===== config.mk =====
export PLATFORM = sky130hd
export DESIGN_NAME = edmp_queue
export DESIGN_NICKNAME = d
export VERILOG_FILES = /design/src/edmp_pkg.sv /design/src/edmp_queue.sv
export SDC_FILE = /design/constraint.sdc
export NUM_CORES = 1
export LEC_CHECK = 0
export ABC_CLOCK_PERIOD_IN_PS = 2000
export BUFFER_PORTS_ARGS = -buffer_cell sky130_fd_sc_hd__buf_2
export CORE_MARGIN = 5
export CORE_UTILIZATION = 50
export DETAILED_ROUTE_END_ITERATION = 10
export GPL_TIMING_DRIVEN = 0
export PLACE_DENSITY_LB_ADDON = 0.15
export SLEW_MARGIN = 30
export SYNTH_ARGS = -nofsm -noshare
export SYNTH_HDL_FRONTEND = slang
export SYNTH_SLANG_ARGS = --single-unit

===== constraint.sdc =====
create_clock -name clk -period 2 [get_ports clk]
set_clock_uncertainty 0.2 [all_clocks]
set_input_delay 0 -clock clk [delete_from_list [all_inputs] [get_ports clk]]
set_output_delay 0 -clock clk [all_outputs]
set_load 0.005 [all_outputs]

===== src/edmp_pkg.sv =====
// Shared constants, register codes and the queue item type of the error diffusion packer.
`default_nettype none

package edmp_pkg;

  // Row store depth and derived column index width
  localparam int MAX_WIDTH = 1024;
  localparam int COL_W     = $clog2(MAX_WIDTH);

  // Field and register widths
  localparam int PIX_W      = 8;
  localparam int BYTE_W     = 8;
  localparam int WIDTH_W    = 11;
  localparam int HEIGHT_W   = 16;
  localparam int CFG_IDX_W  = 2;
  localparam int CFG_DATA_W = 16;

  // Column compare width: wide enough for count plus one and for the width register
  localparam int CMP_W = (COL_W + 1 > WIDTH_W) ? COL_W + 1 : WIDTH_W;

  // Error arithmetic
  localparam int ERR_W = 12;
  localparam int SUM_W = ERR_W + 2;
  localparam int MUL_W = ERR_W + 4;

  // Register indexes
  localparam logic [CFG_IDX_W-1:0] REG_IMAGE_WIDTH     = 2'd0;
  localparam logic [CFG_IDX_W-1:0] REG_IMAGE_HEIGHT    = 2'd1;
  localparam logic [CFG_IDX_W-1:0] REG_NEGATIVE_ENABLE = 2'd2;

  // Register reset values
  localparam logic [WIDTH_W-1:0]  IMAGE_WIDTH_RESET  = 11'd832;
  localparam logic [HEIGHT_W-1:0] IMAGE_HEIGHT_RESET = 16'd1;

  // One classified pixel as it travels from the front to the back
  typedef struct packed {
    logic [PIX_W-1:0] pix;
    logic [COL_W-1:0] col;
    logic             last_col;
    logic             last_row;
    logic             first_row;
  } item_t;

endpackage

`default_nettype wire


===== src/edmp_queue.sv =====
// Short FIFO of classified pixels between the front and the back.
`default_nettype none

module edmp_queue (
  input  wire logic             clk,
  input  wire logic             rst,
  input  wire logic             push,
  input  wire edmp_pkg::item_t  push_item,
  output logic                  full,
  input  wire logic             pop,
  output logic                  valid,
  output edmp_pkg::item_t       head
);

  localparam int DEPTH = 4;
  localparam int PTR_W = $clog2(DEPTH);

  edmp_pkg::item_t  slots [DEPTH];
  logic [PTR_W-1:0] wr_ptr;
  logic [PTR_W-1:0] rd_ptr;
  logic [PTR_W:0]   count;

  assign full  = (count == (PTR_W + 1)'(DEPTH));
  assign valid = (count != '0);
  assign head  = slots[rd_ptr];

  // Storage
  always_ff @(posedge clk) begin
    if (push) begin
      slots[wr_ptr] <= push_item;
    end
  end

  // Pointers and fill level
  always_ff @(posedge clk) begin
    if (rst) begin
      wr_ptr <= '0;
      rd_ptr <= '0;
      count  <= '0;
    end else begin
      if (push) begin
        wr_ptr <= wr_ptr + PTR_W'(1);
      end
      if (pop) begin
        rd_ptr <= rd_ptr + PTR_W'(1);
      end
      case ({push, pop})
        2'b10:   count <= count + (PTR_W + 1)'(1);
        2'b01:   count <= count - (PTR_W + 1)'(1);
        default: count <= count;
      endcase
    end
  end

endmodule

`default_nettype wire


# After elaboration in Yosys (flattened, before gate mapping)
# Memories as Yosys holds them, arrays and structs flattened. A register that Yosys moved wholly into a read port is not among the register bits.
# Cells that the tools add are included.
# word_totals
elab_cells	18
ramBits	84
out_inout_bits	23
ff_bits	7
inputBits	25
mem_count	1
# memory_table
name	depth	word_bits	read_ports	rd_ports_with_merged_regs	write_ports	line_no	rtl
slots	4	21	1	1	1	edmp_queue.sv:18	edmp_pkg::item_t slots [DEPTH];
# op_classes
muxes	5
reduce_logical	2
n_eq_ne	3
addsub	4
# op_table
operator	count
one-hot mux 3 bit (2 select lines)	1
adder 2 x 1 -> 2 bit (second input constant)	2
2-to-1 mux 2 bit	2
adder 3 x 1 -> 3 bit (second input constant)	1
== test 3 bit (second input constant)	1
nonzero test 3 bit	1
subtractor 3 x 1 -> 3 bit (second input constant)	1
== test 2 x 1 -> 1 bit (second input constant)	1
== test 2 bit (second input constant)	1
2-to-1 mux 1 bit	2
nonzero test 2 bit	1

# Depth between registers and ports, before layout
# logic_depth
ltp_word	3
mapped_depth	7

# Least setup slack after synthesis
# Ideal clock, no wire load.
# synth_timing
kind	flip-flop to flip-flop
from	register wr_ptr[0]
to	memory slots[2][0] in the netlist's numbering (enable)
required_time_ns	1.421
path_buffers	0
t_arrival_ns	1.085
path_stages_with_launch	4
setup_slack_ns	0.335
setup_time_ns	0.379
cell_sequence	dfxtp_1 inv_1 ha_1 and2_1
# synth_rtl
item	line_no	rtl
from (decl)	edmp_queue.sv:19	logic [PTR_W-1:0] wr_ptr;
from (signal assigned)	edmp_queue.sv:42	wr_ptr <= wr_ptr + PTR_W'(1);
to (decl)	edmp_queue.sv:18	
# No word-level cell before the write port.

# Final worst setup path
# layout_timing
from	input push
to	register count[2]
# layout_between
elab_chain_cells	2
# layout_lines
item	line_no	rtl
from (decl)	edmp_queue.sv:7	input wire logic push,
== test 2 x 1 -> 1 bit or == test 2 bit (tied branches)	edmp_queue.sv:47	case ({push, pop})
one-hot mux 3 bit (2 select lines) or nonzero test 2 bit (tied branches)	--	
to (signal assigned)	edmp_queue.sv:48	2'b10: count <= count + (PTR_W + 1)'(1);
to (signal assigned)	edmp_queue.sv:49	2'b01: count <= count - (PTR_W + 1)'(1);
to (signal assigned)	edmp_queue.sv:50	default: count <= count;
to (decl)	edmp_queue.sv:21	logic [PTR_W:0] count;
# Parallel ways exist; a longest one is shown, timed or not.
# A chain may end at the register's enable or synchronous reset.

==> flow_summary.json <==
{
  "end_kind": "flip-flop",
  "path_cells": "dlygate4sd3_1 -> buf_2 -> inv_1 -> ha_2 -> inv_1 -> fa_1 -> xor2_1 -> or3_1 -> a21oi_1",
  "reg2reg_from": "count[1]",
  "final_common_cell": "edfxtp_1",
  "fin_crit_ps": 1900,
  "required_ps": 2070,
  "cp_top_family": "buffers and inverters",
  "antenna_found_initial": 0,
  "synth_cells": 156,
  "final_hold_viol_count": 0,
  "drt_wl_total_um": 5500,
  "hold_class": "primary input to flip-flop",
  "critPathLaunchType": "primary input",
  "cp_num_buf_inv": 4,
  "grt_max_degree": 22,
  "fillers": 504,
  "avgSynthCellArea_um2": 22.2,
  "critPathSlowestCell": "dlygate4sd3_1",
  "min_from": "push_item[6]",
  "run_status": "finished clean",
  "die-width_um": 93.3,
  "synth_fp_nets": 187,
  "cp_data_arrival_time_ps": 1980,
  "cts.path.max_buffers": 2,
  "r2r_setup_slack_ps": 240,
  "setup_violations": 0,
  "core_um2": 6760,
  "worstHoldPathCells": 2,
  "drt_iter0_markers": 99,
  "min_to": "slots[3][6]",
  "drc": 0,
  "cap_violations": 0,
  "avgViaCountPerCell": 5.15,
  "fin_crit_sh": 0.950,
  "cpMostUsedCell": "inv_1",
  "p_per_area_nw_per_um2": 905,
  "place_hpwl_um": 3600,
  "cts-root-buf": "clkbuf_8",
  "drtAntennaViolNets": 0,
  "rr_worst_depth": 5,
  "fin_area_um2": 4240,
  "grt_util_all_layers": 0.137,
  "power.leakage_nw": 1.49,
  "gr-total-overflow": 0,
  "path_class": "primary input to flip-flop",
  "htreeDepth": 3,
  "io-pin-count": 48,
  "synth.distinct_cells": 20,
  "final_net_count": 269,
  "ir_drop_mv": 0.487,
  "syn_area_um2": 3470,
  "layout_common_cells": "84 x edfxtp_1, 48 x buf_2, 25 x dlygate4sd3_1",
  "max_freq_ghz": 0.526,
  "slew-limit-headroom": 0.620,
  "drv_slew": 0,
  "rsz0062_at_grt": "no",
  "n_antenna_cell": 0,
  "grt_pass1_vias": 1793,
  "r2r_end": "count[2]",
  "ys_seq_area_frac": 0.780,
  "via_count": 1665,
  "p_total_mw": 3.83,
  "wire_per_inst_um": 17.0,
  "grt_pass1_wl_um": 8840,
  "worst_setup_hold_path_clk_slew_ps": 80,
  "drt_pass1_iterations": 4,
  "rows": 30,
  "initial_utilization": 0.513,
  "clock_latency_ps": 340,
  "cts.sinks": 93,
  "yosys_register_bits": 93,
  "yosys_warnings": 0,
  "dieArea_um2": 8700,
  "cp_max_fo": 7,
  "crit_path_max_incr_delay_ps": 530,
  "place_area_um2": 3800,
  "gp_congestion": 0.679,
  "layout-drive-gt1-share": 0.362,
  "worst_pin_slew_ps": 570,
  "io_buffers": 46,
  "numCtsBuffers": 9,
  "die_y_um": 93.3,
  "cts_tree": "yes",
  "synthToLayoutAreaGrowth_pct": 22.2
}
[final cells by class]
| cell class | instances | area [um2] | area share |
|---|---|---|---|
| Clock inverter | 5 | 51.3 | 0.0121 |
| Inverter | 6 | 22.5 | 0.00531 |
| Timing Repair Buffer | 71 | 480 | 0.113 |
| Multi-Input combinational cell | 52 | 713 | 0.168 |
| Sequential cell | 93 | 2700 | 0.638 |
| Clock buffer | 11 | 131 | 0.0310 |
| Tap cell | 80 | 100 | 0.0236 |
| Buffer | 5 | 36.3 | 0.00856 |
[worst max-delay path by stage]
stage          depth (start not counted)          end      start
2_1_floorplan                          3  slots[2][0]  wr_ptr[0]
3_3_place_gp                           3  slots[2][4]  wr_ptr[0]
3_5_place_dp                           5     count[2]   count[1]
4_1_cts                                9     count[2]       push
5_1_grt                                9     count[2]       push
6_report                               9     count[2]       push
[routing by layer]
layer / global-route usage / vias up / share of wire
li1: - / 782 / -
met1: 0.169 / 838 / 0.42
met2: 0.230 / 42 / 0.52
met3: 0.0491 / 3 / 0.052
met4: 0.0379 / 0 / 0.0067
met5: 0 / - / 0
[power breakdown]
part           internal [mW]  leakage (nW)  switching [mW]  total (mW)
combinational          0.234         0.556           0.201       0.436
sequential              2.22         0.846          0.0329        2.25
clock                  0.570        0.0907           0.574        1.14
total                   3.03          1.49           0.808        3.83
[logic make-up after synthesis]
group | share of synthesized area
AO/OA/AOI/OAI | 0.00433
XOR/XNOR | 0.0126
adder cells (fa/ha/maj) | 0.0238
buffers and inverters | 0.0170
flip-flops | 0.780
multiplexers | 0.140
AND/OR/NAND/NOR | 0.0224
[registers in the layout, summed over array words and instances, names as in the netlist, named ones only]
name and count:
wr_ptr 2, rd_ptr 2, count 3, slots 84
[metrics by stage]
stage	cells	TNS, ps	setup slack, ps	hold slack (ps)	utilization
2_1_floorplan	156	0	335	-101	-
3_3_place_gp	282	-2.34	-0.487	10.2	0.562
3_5_place_dp	282	0	240	18.3	0.563
4_1_cts	323	0	88.8	191	0.627
5_1_grt	323	0	9.85	192	0.627
6_report	323	0	99.5	207	0.627
[timing repair]
item | in CTS | in global routing
buffers inserted | 0 | 0
resized for setup | 0 | 1
hold buffers | 25 | 0
hold endpoints to repair | 93 | 0
endpoints found under the setup margin | 0 | 1
[synthesized netlist by cell type, drive strengths merged]
master	instances	share of area
dfxtp	9	0.052
clkbuf	1	0.0011
or3	2	0.0036
and3	1	0.0018
edfxtp	84	0.73
mux2i	1	0.0029
a21oi	2	0.0029
ha	5	0.018
and2	4	0.0072
xnor2	2	0.0051
mux4	21	0.14
o21ai	1	0.0014
xor2	3	0.0076
fa	1	0.0058
nor2	8	0.0087
buf	4	0.0094
nand2	1	0.0011
inv	6	0.0065
Note: power is estimated with default switching activity, not from simulation.
