**config.mk**
```make
export PLATFORM = sky130hd
export DESIGN_NAME = edmp_front_flat
export DESIGN_NICKNAME = d
export VERILOG_FILES = /design/src/edmp_pkg.sv /design/src/edmp_if.sv /design/src/edmp_front.sv /design/src/flat_wrapper.sv
export SDC_FILE = /design/constraint.sdc
export NUM_CORES = 1
export LEC_CHECK = 0
export ABC_CLOCK_PERIOD_IN_PS = 6400
export BUFFER_PORTS_ARGS = -buffer_cell sky130_fd_sc_hd__buf_4
export CAP_MARGIN = 10
export CELL_PAD_IN_SITES_DETAIL_PLACEMENT = 1
export CELL_PAD_IN_SITES_GLOBAL_PLACEMENT = 2
export CORE_ASPECT_RATIO = 0.9
export CORE_MARGIN = 5
export CORE_UTILIZATION = 30
export DETAILED_ROUTE_END_ITERATION = 7
export PLACE_DENSITY = 0.84
export SETUP_SLACK_MARGIN = 0.2
export SLEW_MARGIN = 10
export SYNTH_ARGS = -nofsm -noshare
export SYNTH_HDL_FRONTEND = slang
export SYNTH_SLANG_ARGS = --single-unit
```
**constraint.sdc**
```tcl
create_clock -name clk -period 6.4 [get_ports clk]
set_clock_uncertainty 0.05 [all_clocks]
set_input_delay 0.96 -clock clk [delete_from_list [all_inputs] [get_ports clk]]
set_output_delay 0.96 -clock clk [all_outputs]
set_load 0.005 [all_outputs]
```
**src/edmp_pkg.sv**
```systemverilog
// Shared constants, register codes and the queue item type of the error diffusion packer.
`default_nettype none

package edmp_pkg;

  // Row store depth and derived column index width
  localparam int MAX_WIDTH = 1024;
  localparam int COL_W     = $clog2(MAX_WIDTH);

  // Field and register widths
  localparam int PIX_W      = 8;
  localparam int BYTE_W     = 8;
  localparam int WIDTH_W    = 11;
  localparam int HEIGHT_W   = 16;
  localparam int CFG_IDX_W  = 2;
  localparam int CFG_DATA_W = 16;

  // Column compare width: wide enough for count plus one and for the width register
  localparam int CMP_W = (COL_W + 1 > WIDTH_W) ? COL_W + 1 : WIDTH_W;

  // Error arithmetic
  localparam int ERR_W = 12;
  localparam int SUM_W = ERR_W + 2;
  localparam int MUL_W = ERR_W + 4;

  // Register indexes
  localparam logic [CFG_IDX_W-1:0] REG_IMAGE_WIDTH     = 2'd0;
  localparam logic [CFG_IDX_W-1:0] REG_IMAGE_HEIGHT    = 2'd1;
  localparam logic [CFG_IDX_W-1:0] REG_NEGATIVE_ENABLE = 2'd2;

  // Register reset values
  localparam logic [WIDTH_W-1:0]  IMAGE_WIDTH_RESET  = 11'd832;
  localparam logic [HEIGHT_W-1:0] IMAGE_HEIGHT_RESET = 16'd1;

  // One classified pixel as it travels from the front to the back
  typedef struct packed {
    logic [PIX_W-1:0] pix;
    logic [COL_W-1:0] col;
    logic             last_col;
    logic             last_row;
    logic             first_row;
  } item_t;

endpackage

`default_nettype wire

```
**src/edmp_if.sv**
```systemverilog
// Channel interfaces: pixel input, packed byte output and register writes.
`default_nettype none

interface edmp_pixel_if;
  logic                       valid;
  logic                       ready;
  logic [edmp_pkg::PIX_W-1:0] gray_pixel;

  modport source (output valid, output gray_pixel, input ready);
  modport sink   (input valid, input gray_pixel, output ready);
endinterface


interface edmp_cfg_if;
  logic                            valid;
  logic                            ready;
  logic [edmp_pkg::CFG_IDX_W-1:0]  index;
  logic [edmp_pkg::CFG_DATA_W-1:0] data;

  modport source (output valid, output index, output data, input ready);
  modport sink   (input valid, input index, input data, output ready);
endinterface

`default_nettype wire

```
**src/edmp_front.sv**
```systemverilog
// Front end: configuration registers, pixel intake, column and row tracking, classification.
`default_nettype none

module edmp_front (
  input  wire logic            clk,
  input  wire logic            rst,
  edmp_pixel_if.sink           pixel,
  edmp_cfg_if.sink             cfg,
  input  wire logic            q_full,
  input  wire logic            clearing,
  output logic                 push,
  output edmp_pkg::item_t      push_item
);

  logic [edmp_pkg::WIDTH_W-1:0]  image_width;
  logic [edmp_pkg::HEIGHT_W-1:0] image_height;
  logic                          negative_enable;

  logic [edmp_pkg::COL_W-1:0]    column_count;
  logic [edmp_pkg::HEIGHT_W-1:0] row_count;

  logic [edmp_pkg::CMP_W-1:0]    w_eff;
  logic [edmp_pkg::HEIGHT_W-1:0] h_eff;
  logic                          last_col;
  logic                          last_row;

  // Register writes, always taken
  assign cfg.ready = 1'b1;

  always_ff @(posedge clk) begin
    if (rst) begin
      image_width     <= edmp_pkg::IMAGE_WIDTH_RESET;
      image_height    <= edmp_pkg::IMAGE_HEIGHT_RESET;
      negative_enable <= 1'b0;
    end else if (cfg.valid) begin
      unique case (cfg.index)
        edmp_pkg::REG_IMAGE_WIDTH:     image_width     <= cfg.data[edmp_pkg::WIDTH_W-1:0];
        edmp_pkg::REG_IMAGE_HEIGHT:    image_height    <= cfg.data[edmp_pkg::HEIGHT_W-1:0];
        edmp_pkg::REG_NEGATIVE_ENABLE: negative_enable <= cfg.data[0];
        default: ;
      endcase
    end
  end

  // Effective page size: zero means one, width capped at the row store depth
  always_comb begin
    if (image_width == '0) begin
      w_eff = edmp_pkg::CMP_W'(1);
    end else if (edmp_pkg::CMP_W'(image_width) > edmp_pkg::CMP_W'(edmp_pkg::MAX_WIDTH)) begin
      w_eff = edmp_pkg::CMP_W'(edmp_pkg::MAX_WIDTH);
    end else begin
      w_eff = edmp_pkg::CMP_W'(image_width);
    end
    h_eff = (image_height == '0) ? edmp_pkg::HEIGHT_W'(1) : image_height;
  end

  // A count at or past the size minus one ends the row or page
  assign last_col = (edmp_pkg::CMP_W'(column_count) + edmp_pkg::CMP_W'(1)) >= w_eff;
  assign last_row = row_count >= (h_eff - edmp_pkg::HEIGHT_W'(1));

  // Intake handshake
  assign pixel.ready = !q_full && !clearing;
  assign push        = pixel.valid && pixel.ready;

  always_comb begin
    push_item.pix       = negative_enable ? ~pixel.gray_pixel : pixel.gray_pixel;
    push_item.col       = column_count;
    push_item.last_col  = last_col;
    push_item.last_row  = last_row;
    push_item.first_row = (row_count == '0);
  end

  // Raster position
  always_ff @(posedge clk) begin
    if (rst) begin
      column_count <= '0;
      row_count    <= '0;
    end else if (push) begin
      if (last_col) begin
        column_count <= '0;
        row_count    <= last_row ? '0 : row_count + edmp_pkg::HEIGHT_W'(1);
      end else begin
        column_count <= column_count + edmp_pkg::COL_W'(1);
      end
    end
  end

endmodule

`default_nettype wire

```
**src/flat_wrapper.sv**
```systemverilog
// flat-port wrapper written by rule: the top's interface ports become plain ports
module edmp_front_flat 
  (clk, rst, q_full, clearing, push, push_item, pixel_valid, pixel_gray_pixel, pixel_ready, cfg_valid, cfg_index, cfg_data, cfg_ready);
  edmp_pixel_if pixel_i ();
  edmp_cfg_if cfg_i ();
  input  wire logic clk;
  input  wire logic rst;
  input  wire logic q_full;
  input  wire logic clearing;
  output logic push;
  output edmp_pkg::item_t push_item;
  input wire logic [$bits(pixel_i.valid)-1:0] pixel_valid;
  input wire logic [$bits(pixel_i.gray_pixel)-1:0] pixel_gray_pixel;
  output wire logic [$bits(pixel_i.ready)-1:0] pixel_ready;
  input wire logic [$bits(cfg_i.valid)-1:0] cfg_valid;
  input wire logic [$bits(cfg_i.index)-1:0] cfg_index;
  input wire logic [$bits(cfg_i.data)-1:0] cfg_data;
  output wire logic [$bits(cfg_i.ready)-1:0] cfg_ready;
  assign pixel_i.valid = pixel_valid;
  assign pixel_i.gray_pixel = pixel_gray_pixel;
  assign pixel_ready = pixel_i.ready;
  assign cfg_i.valid = cfg_valid;
  assign cfg_i.index = cfg_index;
  assign cfg_i.data = cfg_data;
  assign cfg_ready = cfg_i.ready;
  edmp_front u_core (.clk(clk), .rst(rst), .pixel(pixel_i), .cfg(cfg_i), .q_full(q_full), .clearing(clearing), .push(push), .push_item(push_item));
endmodule
```
## Word level (Yosys, flattened, before mapping)

Index checks and enable logic that the tools add are counted.

| storage, ports and cells | value |
|---|---|
| logic and storage cells | 33 |
| input port bits | 32 |
| flip-flop bits (word level) | 54 |
| output and inout port bits | 24 |

| operators by class | value |
|---|---|
| reduce and logical (&&, ||, !) cells | 12 |
| bitwise gates (word level) | 1 |
| magnitude comparators | 3 |
| add/subtract/negate cells | 4 |
| multiplexer cells | 6 |
| equal/unequal tests | 2 |

Operators by type and width:

| cell | count |
|---|---|
| zero test 16 bit | 2 |
| 2-to-1 mux 16 bit | 2 |
| 2-to-1 mux 11 bit | 2 |
| adder 16 x 1 -> 16 bit (second input constant) | 1 |
| greater-or-equal comparator 16 bit | 1 |
| subtractor 16 x 1 -> 16 bit (second input constant) | 1 |
| adder 10 x 1 -> 11 bit (second input constant) | 1 |
| greater-or-equal comparator 11 bit | 1 |
| greater-than comparator 11 bit (second input constant) | 1 |
| zero test 11 bit | 1 |
| adder 10 x 1 -> 10 bit (second input constant) | 1 |
| 2-to-1 mux 10 bit | 1 |
| 2-to-1 mux 8 bit | 1 |
| inverter 8 bit | 1 |
| AND reduction 2 bit | 4 |
| equality test 2 x 1 -> 1 bit (second input constant) | 1 |
| equality test 2 bit (second input constant) | 1 |
| logical AND 1 bit | 2 |
| zero test 1 bit | 2 |
| zero test 2 bit | 1 |

## Depth between registers and ports, before layout

Gate-level depths: netlist (run 1).

| logic depth | value |
|---|---|
| word-level depth | 5 |
| gate-level depth with buffers | 19 |
| gate-level depth less buffers | 18 |

## Worst setup path before layout (run 1)

Ideal clock, no wire load.

| path | value |
|---|---|
| path type | reg2out |
| start point | register u_core.image_height[8] in the netlist's numbering |
| end point | output push_item[1] in the netlist's numbering |
| cell stages (with the launch flop) | 18 |
| data required time | 5.390 ns |
| buffers on the path | 1 |
| data arrival time | 3.173 ns |
| setup slack | 2.217 ns |
| cell sequence | dfxtp_1 -> or4_4 -> or3_4 -> nor2_1 -> nand2_1 -> nor2_1 -> nor2_1 -> ha_1 -> nand2_1 -> or3_1 -> xor2_1 -> ha_1 -> nand3_1 -> nor3_1 -> o311ai_1 -> and4_1 -> inv_1 -> buf_4 |

| on the way | value |
|---|---|
| word-level cells in the longest chain between the ends | 4 |

RTL lines:

| item | line | source |
|---|---|---|
| start, declared | edmp_front.sv:16 | `logic [edmp_pkg::HEIGHT_W-1:0] image_height;` |
| start signal, assigned | edmp_front.sv:33 | `image_height <= edmp_pkg::IMAGE_HEIGHT_RESET;` |
| start signal, assigned | edmp_front.sv:38 | `edmp_pkg::REG_IMAGE_HEIGHT: image_height <= cfg.data[edmp_pkg::HEIGHT_W-1:0];` |
| zero test 16 bit | edmp_front.sv:54 | `h_eff = (image_height == '0) ? edmp_pkg::HEIGHT_W'(1) : image_height;` |
| 2-to-1 mux 16 bit (*) | edmp_front.sv:54 |  |
| subtractor 16 x 1 -> 16 bit (*) | edmp_front.sv:59 | `assign last_row = row_count >= (h_eff - edmp_pkg::HEIGHT_W'(1));` |
| greater-or-equal comparator 16 bit (*) | edmp_front.sv:59 |  |
| end, declared | flat_wrapper.sv:11 | `output edmp_pkg::item_t push_item;` |

Mark *: on every way between the ends. The rest lies on a longest branch, timed or not.

==> metrics, run 1 <==
outcome finished clean; area grow syn2layout 19.77%; cell mode on critical path nor2_1; Avg Cell Area, Syn 7.787 um^2; clock network power share 38.8%; fillers 1441; Detailed Routing Iterations Pass 1 5; WP data required 5.39 ns; CP delay by family, top simple AND/OR/NAND/NOR gates; Final GP Congestion 0.8047; Slew @ Worst Pin 1.198 ns; final wirelength 9601 um; Min-Delay Path Class register to register; Setup crit start kind register; overall power 0.0007445 W; fin crit period 4.856 ns; final hold violations 0; core area 11300 um^2; Period Utilization, post-route 75.88%; Num CTS Buffers 5; CP Capture Type output port; Primary FF master, synth dfxtp_1; initial antenna violation count 0; Syn. warnings 0; most common cell after layout, fill and taps aside nand2_1; Buf/Inv on CP 2; Post-synth EDFFs 0; DRC errors left 0; WP data arrival 3.85 ns; # diodes 0; Crit path largest cell delay 0.56 ns; largest net degree at the start of global routing 29; # setup viols final 0; first-pass GRT wire length 16700 um; Synthesized Nets 501; share of cells above drive strength 1 14.35%; worst setup path class register to output port; fmax 0.2059 GHz; Netlist cell types 49; chip width 122.4 um; clock buffer depth 2; die area 13600 um^2; H-tree depth 2; Clock Latency Late Sink 0.30 ns; max-slew violations 0; total gr overflow 0; Multi-input gate area 2207 um^2; Vias/cell 4.961; Async SR Flop Fraction 0%; Seq pwr share 47.1%; DR iter-0 viols 79; clock sinks 54; vias in the first global route 3377; Finished Core Util 36.17%; Synth area leaders dfxtp_1 (32%), ha_1 (11%), nand2_1 (10%); top cell type's share of synthesized area 31.69%; CP max stage cell or4_4; TNS Setup 0 ns; sw frac 26.18%; Worst VDD drop 0.00009057 V; Yosys reg bits 54; postcts setup bufs 0; IO buf count 54; Final ANT Viol Nets 0; RSZ-0062 raised after global routing no; register area 1081 um^2; cell count after synthesis 438; IO Pins 56; Clk pin slew, worst setup/hold paths 0.07 ns; total of max-cap violations 0; Internal Pwr Total 0.0005496 W; dpl hpwl 7684 um; CTS Hold Bufs 0; worst-path cell chain or4_4 > or3_4 > nor2_1 > nand2_1 > nor2_1 > nor2_1 > ha_1 > nand2_1 > or3_1 > xor2_1 > ha_1 > nand3_1 > nor3_1 > o311ai_1 > and4_1 > inv_1 > buf_4; combinational share of power 14.1%; DR vias 3160; Leak 1.634 nW; Root Driver clkbuf_16; post-synthesis sequential area ratio 31.69%; Psw 0.0001949 W; cell area after synthesis 3411 um^2; Synth area leader dfxtp_1; Starting Density 30.19%; Max-slew headroom 19.97%; row count 37; Tot GR Track Use 14.93%; Nets 543; most frequent cells in the layout nand2_1 (95), buf_4 (55), dfxtp_1 (54); crit path max fanout 6; Post-CTS Resized 0; post-DR wirelength/cell 15.07 um; Die H 111.2 um; Power Density 182.2 nW/um^2; CTS tree yes
per-stage QoR:
| step | worst slack, ns | instance area (um^2) | hold slack [ns] | std cells |
|---|---|---|---|---|
| 2_1_floorplan | 2.217 | 3411 | 0.3938 | 438 |
| 3_3_place_gp | 1.963 | 3930 | 0.4181 | 629 |
| 3_5_place_dp | 1.842 | 3930 | 0.4251 | 629 |
| 4_1_cts | 1.509 | 4085 | 0.4349 | 637 |
| 5_1_grt | 1.189 | 4085 | 0.4611 | 637 |
| 6_report | 1.544 | 4085 | 0.4308 | 637 |
per-layer routing:
metal | track usage, % | wire length [um] | up-vias
met3 | 2.500 | 352 | 12
met4 | 3.881 | 123 | 0
met5 | 0 | 0 | -
li1 | - | - | 1585
met2 | 24.65 | 4524 | 59
met1 | 20.04 | 4602 | 1504
cell families (layout without fill, tap and decap cells):
| family | count (synthesis) | count (layout) | share of synthesized area [%] |
|---|---|---|---|
| multiplexers | 1 | 1 | 0.2935 |
| XOR/XNOR | 46 | 46 | 11.81 |
| AND/OR/NAND/NOR | 205 | 205 | 27.81 |
| AO/OA/AOI/OAI | 71 | 71 | 13.32 |
| flip-flops | 54 | 54 | 31.69 |
| buffers and inverters | 29 | 72 | 3.595 |
| adder cells (fa/ha/maj) | 31 | 31 | 11.37 |
| other | 1 | 1 | 0.1099 |
area by class of cell:
class	count	area share [%]
clock buffers	6	3.400
clock inverters	2	0.3982
inverters	9	0.8270
multi-input cells	355	54.03
flip-flops and latches	54	26.46
well taps	156	4.778
repair buffers	55	10.11
flip-flops by register name (all words and copies together), names as in the netlist:
signal,cells
u_core.image_height,16
u_core.row_count,16
u_core.image_width,11
u_core.column_count,10
u_core.negative_enable,1
cells in the mapped netlist (6+ instances only):
cell,instances
nand2_1,95
dfxtp_1,54
nor2_1,43
a21oi_1,42
ha_1,31
xnor2_1,27
xor2_1,19
nand3_1,16
clkbuf_1,15
inv_1,8
nand4_1,8
nor3_1,6
power groups by stage:
stage	logic [W]	registers, W	clock network (W)
floorplan	0.0000649	0.000356	0
global placement	0.000103	0.000358	0
detailed placement	0.000107	0.000359	0
CTS	0.000107	0.000351	0.000296
global route	0.000120	0.000352	0.000312
finish	0.000105	0.000351	0.000289
final timing paths:
check                         startpoint                endpoint  slack, ns  cells after the start
hold reg to reg   u_core.image_height[3]  u_core.image_height[3]       0.43                      2
setup reg to reg  u_core.image_height[8]    u_core.row_count[14]       2.25                     18
setup / recovery  u_core.image_height[8]            push_item[1]       1.54                     17
hold / removal    u_core.image_height[3]  u_core.image_height[3]       0.43                      2
worst reg2reg max path: stages (launching register included):
cell	delay (ns)
dfxtp_1	0.36
or4_4	0.56
or3_4	0.37
nor2_1	0.10
nand2_1	0.09
nor2_1	0.15
nor2_1	0.08
ha_1	0.21
nand2_1	0.17
or3_1	0.15
xor2_1	0.07
ha_1	0.31
nand3_1	0.09
nor3_1	0.26
o311ai_1	0.15
and4_1	0.25
o31ai_1	0.24
buf_4	0.24
o21ba_1	0.16
Note: power is estimated with default switching activity, not from simulation.
==> inputs of run 2 (changes only) <==
--- a/config.mk
+++ b/config.mk
@@ -5,16 +5,17 @@
 export SDC_FILE = /design/constraint.sdc
 export NUM_CORES = 1
 export LEC_CHECK = 0
-export ABC_CLOCK_PERIOD_IN_PS = 6400
+export ABC_AREA = 1
+export ABC_CLOCK_PERIOD_IN_PS = 4250
 export BUFFER_PORTS_ARGS = -buffer_cell sky130_fd_sc_hd__buf_4
 export CAP_MARGIN = 10
 export CELL_PAD_IN_SITES_DETAIL_PLACEMENT = 1
 export CELL_PAD_IN_SITES_GLOBAL_PLACEMENT = 2
 export CORE_ASPECT_RATIO = 0.9
 export CORE_MARGIN = 5
-export CORE_UTILIZATION = 30
+export CORE_UTILIZATION = 29
 export DETAILED_ROUTE_END_ITERATION = 7
-export PLACE_DENSITY = 0.84
+export PLACE_DENSITY = 0.88
 export SETUP_SLACK_MARGIN = 0.2
 export SLEW_MARGIN = 10
 export SYNTH_ARGS = -nofsm -noshare
==> constraint.sdc (replaced) <==
create_clock -name clk -period 4.25 [get_ports clk]
set_clock_uncertainty 0.05 [all_clocks]
set_input_delay 0.6375 -clock clk [delete_from_list [all_inputs] [get_ports clk]]
set_output_delay 0.6375 -clock clk [all_outputs]
set_load 0.005 [all_outputs]
==> run 2 against run 1 <==
  * Flip-flop and latch count is the same
  * Synthesized cell count up 26%
  * Die area grew 12%
  * Sequential share of layout area is 1.9 points lower
  * Critical path depth up 1
  * Sequential power increased by 55%
  * Count of clock-buffer cells in the layout unchanged
  * Non-clock buffer count rose by 1
  * Cell area increased by 7.8%
  * Largest cell class unchanged
  * Worst hold slack improved by 0.028 ns
==> metrics, run 2 <==
total gr overflow 0 (unchanged); die area 15240 um^2 (+12%); Min-Delay Path Class register to register; Die H 117.6 um (+5.8%); DR vias 3653 (+16%); Buf/Inv on CP 3 (+1); Async SR Flop Fraction 0% (unchanged); Regs by FF count u_core.image_height: 16 flops, u_core.row_count: 16 flops, u_core.image_width: 11 flops; Primary FF master, synth dfxtp_1; most frequent cell after synthesis nand2_1; Max-slew headroom 39.79% (+20 points); DRC errors left 0 (unchanged); Setup crit start kind register; RSZ-0062 raised after global routing no; Synthesized Nets 615 (+23%); Num CTS Buffers 5 (unchanged); H-tree depth 2 (unchanged); CTS tree yes; CP max stage cell dfxtp_1; Power Density 285.3 nW/um^2 (+57%); Avg Cell Area, Syn 6.759 um^2 (-13%); total of max-cap violations 0 (unchanged); cell area after synthesis 3731 um^2 (+9.4%); Period Utilization, post-route 88.50%; row count 39 (+5.4%); Syn. warnings 0 (unchanged); top cell type's share of synthesized area 28.97% (-2.7 points); Final GP Congestion 0.8146 (+1.2%); area grow syn2layout 18.04%; Leak 2.094 nW (+28%); Synth area leaders dfxtp_1 (29%), nand2_1 (11%), ha_1 (10%); dpl hpwl 8645 um (+13%); IO Pins 56 (unchanged); Nets 659 (+21%); vias in the first global route 3886 (+15%); most common cell after layout, fill and taps aside nand2_1; synth cell count leaders nand2_1 (114), nor2_1 (87), inv_1 (64); final hold violations 0 (unchanged); Crit path largest cell delay 0.43 ns (-0.13 ns); Netlist cell types 32 (-35%); post-route cell area 4404 um^2 (+7.8%); fin crit period 3.761 ns; Root Driver clkbuf_16; Clock Latency Late Sink 0.29 ns (about the same); Starting Density 29.52% (-0.67 points); # diodes 0 (unchanged); max-slew violations 0 (unchanged); post-DR wirelength/cell 14.19 um (-5.8%); final wirelength 10790 um (+12%); core area 12640 um^2 (+12%); cell count after synthesis 552 (+26%); fmax 0.2659 GHz; first-pass GRT wire length 18610 um (+11%); most frequent cells in the layout nand2_1 (114), nor2_1 (87), inv_1 (64); worst-path cell chain nor2_1 > nand2_1 > nor2_1 > nand3_1 > nand2_1 > inv_1 > ha_1 > nand3_1 > nor3_2 > nand3_1 > xor2_1 > inv_1 > ha_1 > nand2_1 > nor3_2 > nand3_1 > nand3_2 > buf_4; share of cells above drive strength 1 14.09% (-0.25 points); Slew @ Worst Pin 0.9021 ns (-0.2957 ns); CP Capture Type output port; fillers 1618 (+12%); crit path max fanout 5 (-1); # setup viols final 0 (unchanged); Worst VDD drop 0.0001362 V (+50%); Clk pin slew, worst setup/hold paths 0.07 ns (about the same); WP data required 3.56 ns (-1.83 ns); Final ANT Viol Nets 0 (unchanged); worst setup path class register to output port; clock buffer depth 2 (unchanged); Post-synth EDFFs 0 (unchanged); Tot GR Track Use 14.51% (-0.42 points); Yosys reg bits 54 (unchanged); WP data arrival 3.07 ns (-0.78 ns); IO buf count 54 (unchanged); outcome finished clean; CP delay by family, top simple AND/OR/NAND/NOR gates; Vias/cell 4.807 (-3.1%); initial antenna violation count 0 (unchanged); largest net degree at the start of global routing 34 (+17%); Synth area leader dfxtp_1; clock sinks 54 (unchanged); cell mode on critical path nand3_1; Detailed Routing Iterations Pass 1 4 (-1); post-synthesis sequential area ratio 28.97% (-2.7 points); chip width 129.6 um (+5.9%); TNS Setup 0 ns (unchanged); DR iter-0 viols 110 (+39%); Area after DPL 4225 um^2 (+7.5%)
## run 2: kinds of logic (layout without fill, tap and decap cells)
kind of cell / after synthesis / after routing / share of synthesized area (%)
xor gates and xnor gates: 26 / 26 / 6.103
other: 1 / 1 / 0.1005
adders and majority gates: 31 / 31 / 10.40
buffers and inverters: 86 / 130 / 10.26
AOI/OAI and AO/OA: 58 / 58 / 8.283
DFF: 54 / 54 / 28.97
and+or+nand+nor: 296 / 296 / 35.88
## run 2: metrics by stage
step	hold slack (ns)	worst slack (ns)	utilization, %	instances	power [W]
2_1_floorplan	0.4052	1.019	-	552	0.0007056
3_3_place_gp	0.4362	0.7435	33.43	753	0.0007834
3_5_place_dp	0.4526	0.6527	33.43	753	0.0007943
4_1_cts	0.4630	0.2933	34.77	760	0.001273
5_1_grt	0.4879	0.2263	34.85	760	0.001322
6_report	0.4593	0.4886	34.85	760	0.001256
## run 2: worst reg2reg max path, stage by stage, from the launching register on
cell and delay (ns):
dfxtp_1 0.43, nor2_1 0.08, nand2_1 0.14, nor2_1 0.07, nand3_1 0.10, nand2_1 0.05
inv_1 0.07, ha_1 0.19, nand3_1 0.19, nor3_2 0.21, nand3_1 0.11, xor2_1 0.14
inv_1 0.06, ha_1 0.27, nand2_1 0.08, nor3_2 0.22, nand3_1 0.13, nand3_2 0.12
nand2_1 0.07, nand2_2 0.26, nor2_1 0.10
## run 2: where the power goes
group / internal (W) / switching, W / total [W]
registers: 0.000524 / 0.0000196 / 0.000544
clock network: 0.000291 / 0.000183 / 0.000474
logic: 0.000101 / 0.000138 / 0.000239
total: 0.000916 / 0.000340 / 0.00126
## run 2: area by class of cell
class | count | area (um^2) | share of cell area (%)
Sequential cell | 54 | 1081 | 24.55
Inverter | 67 | 251.5 | 5.710
Clock buffer | 6 | 138.9 | 3.153
Timing Repair Buffer | 56 | 420.4 | 9.545
Tap cell | 164 | 205.2 | 4.659
Clock inverter | 1 | 30.03 | 0.6818
Multi-Input combinational cell | 412 | 2277 | 51.70
## run 2: path summary, 6_finish.rpt
path	startpoint	end	slack [ns]	cells past startpoint
worst max register to register	u_core.image_height[4]	u_core.row_count[3]	0.99	20
worst max-delay path	u_core.image_height[4]	push_item[1]	0.49	18
worst min register to register	u_core.image_height[14]	u_core.image_height[14]	0.46	2
worst min-delay path	u_core.image_height[14]	u_core.image_height[14]	0.46	2
## run 2: layer usage
layer  routed length, um  vias to the layer above  GRT usage, %  part of all wire [%]
met5                   0                        -             0                     0
li1                    -                     1867             -                     -
met2                5121                       64         23.94                    47
met1                5119                     1709         19.45                    47
met3                 409                       13         2.858                   3.8
met4                 138                        0         3.312                   1.3
## run 2: what timing repair did
item,in CTS,in global routing
setup buffers,0,0
setup endpoints to repair,0,1
gates resized for setup,0,2
hold buffers,0,0
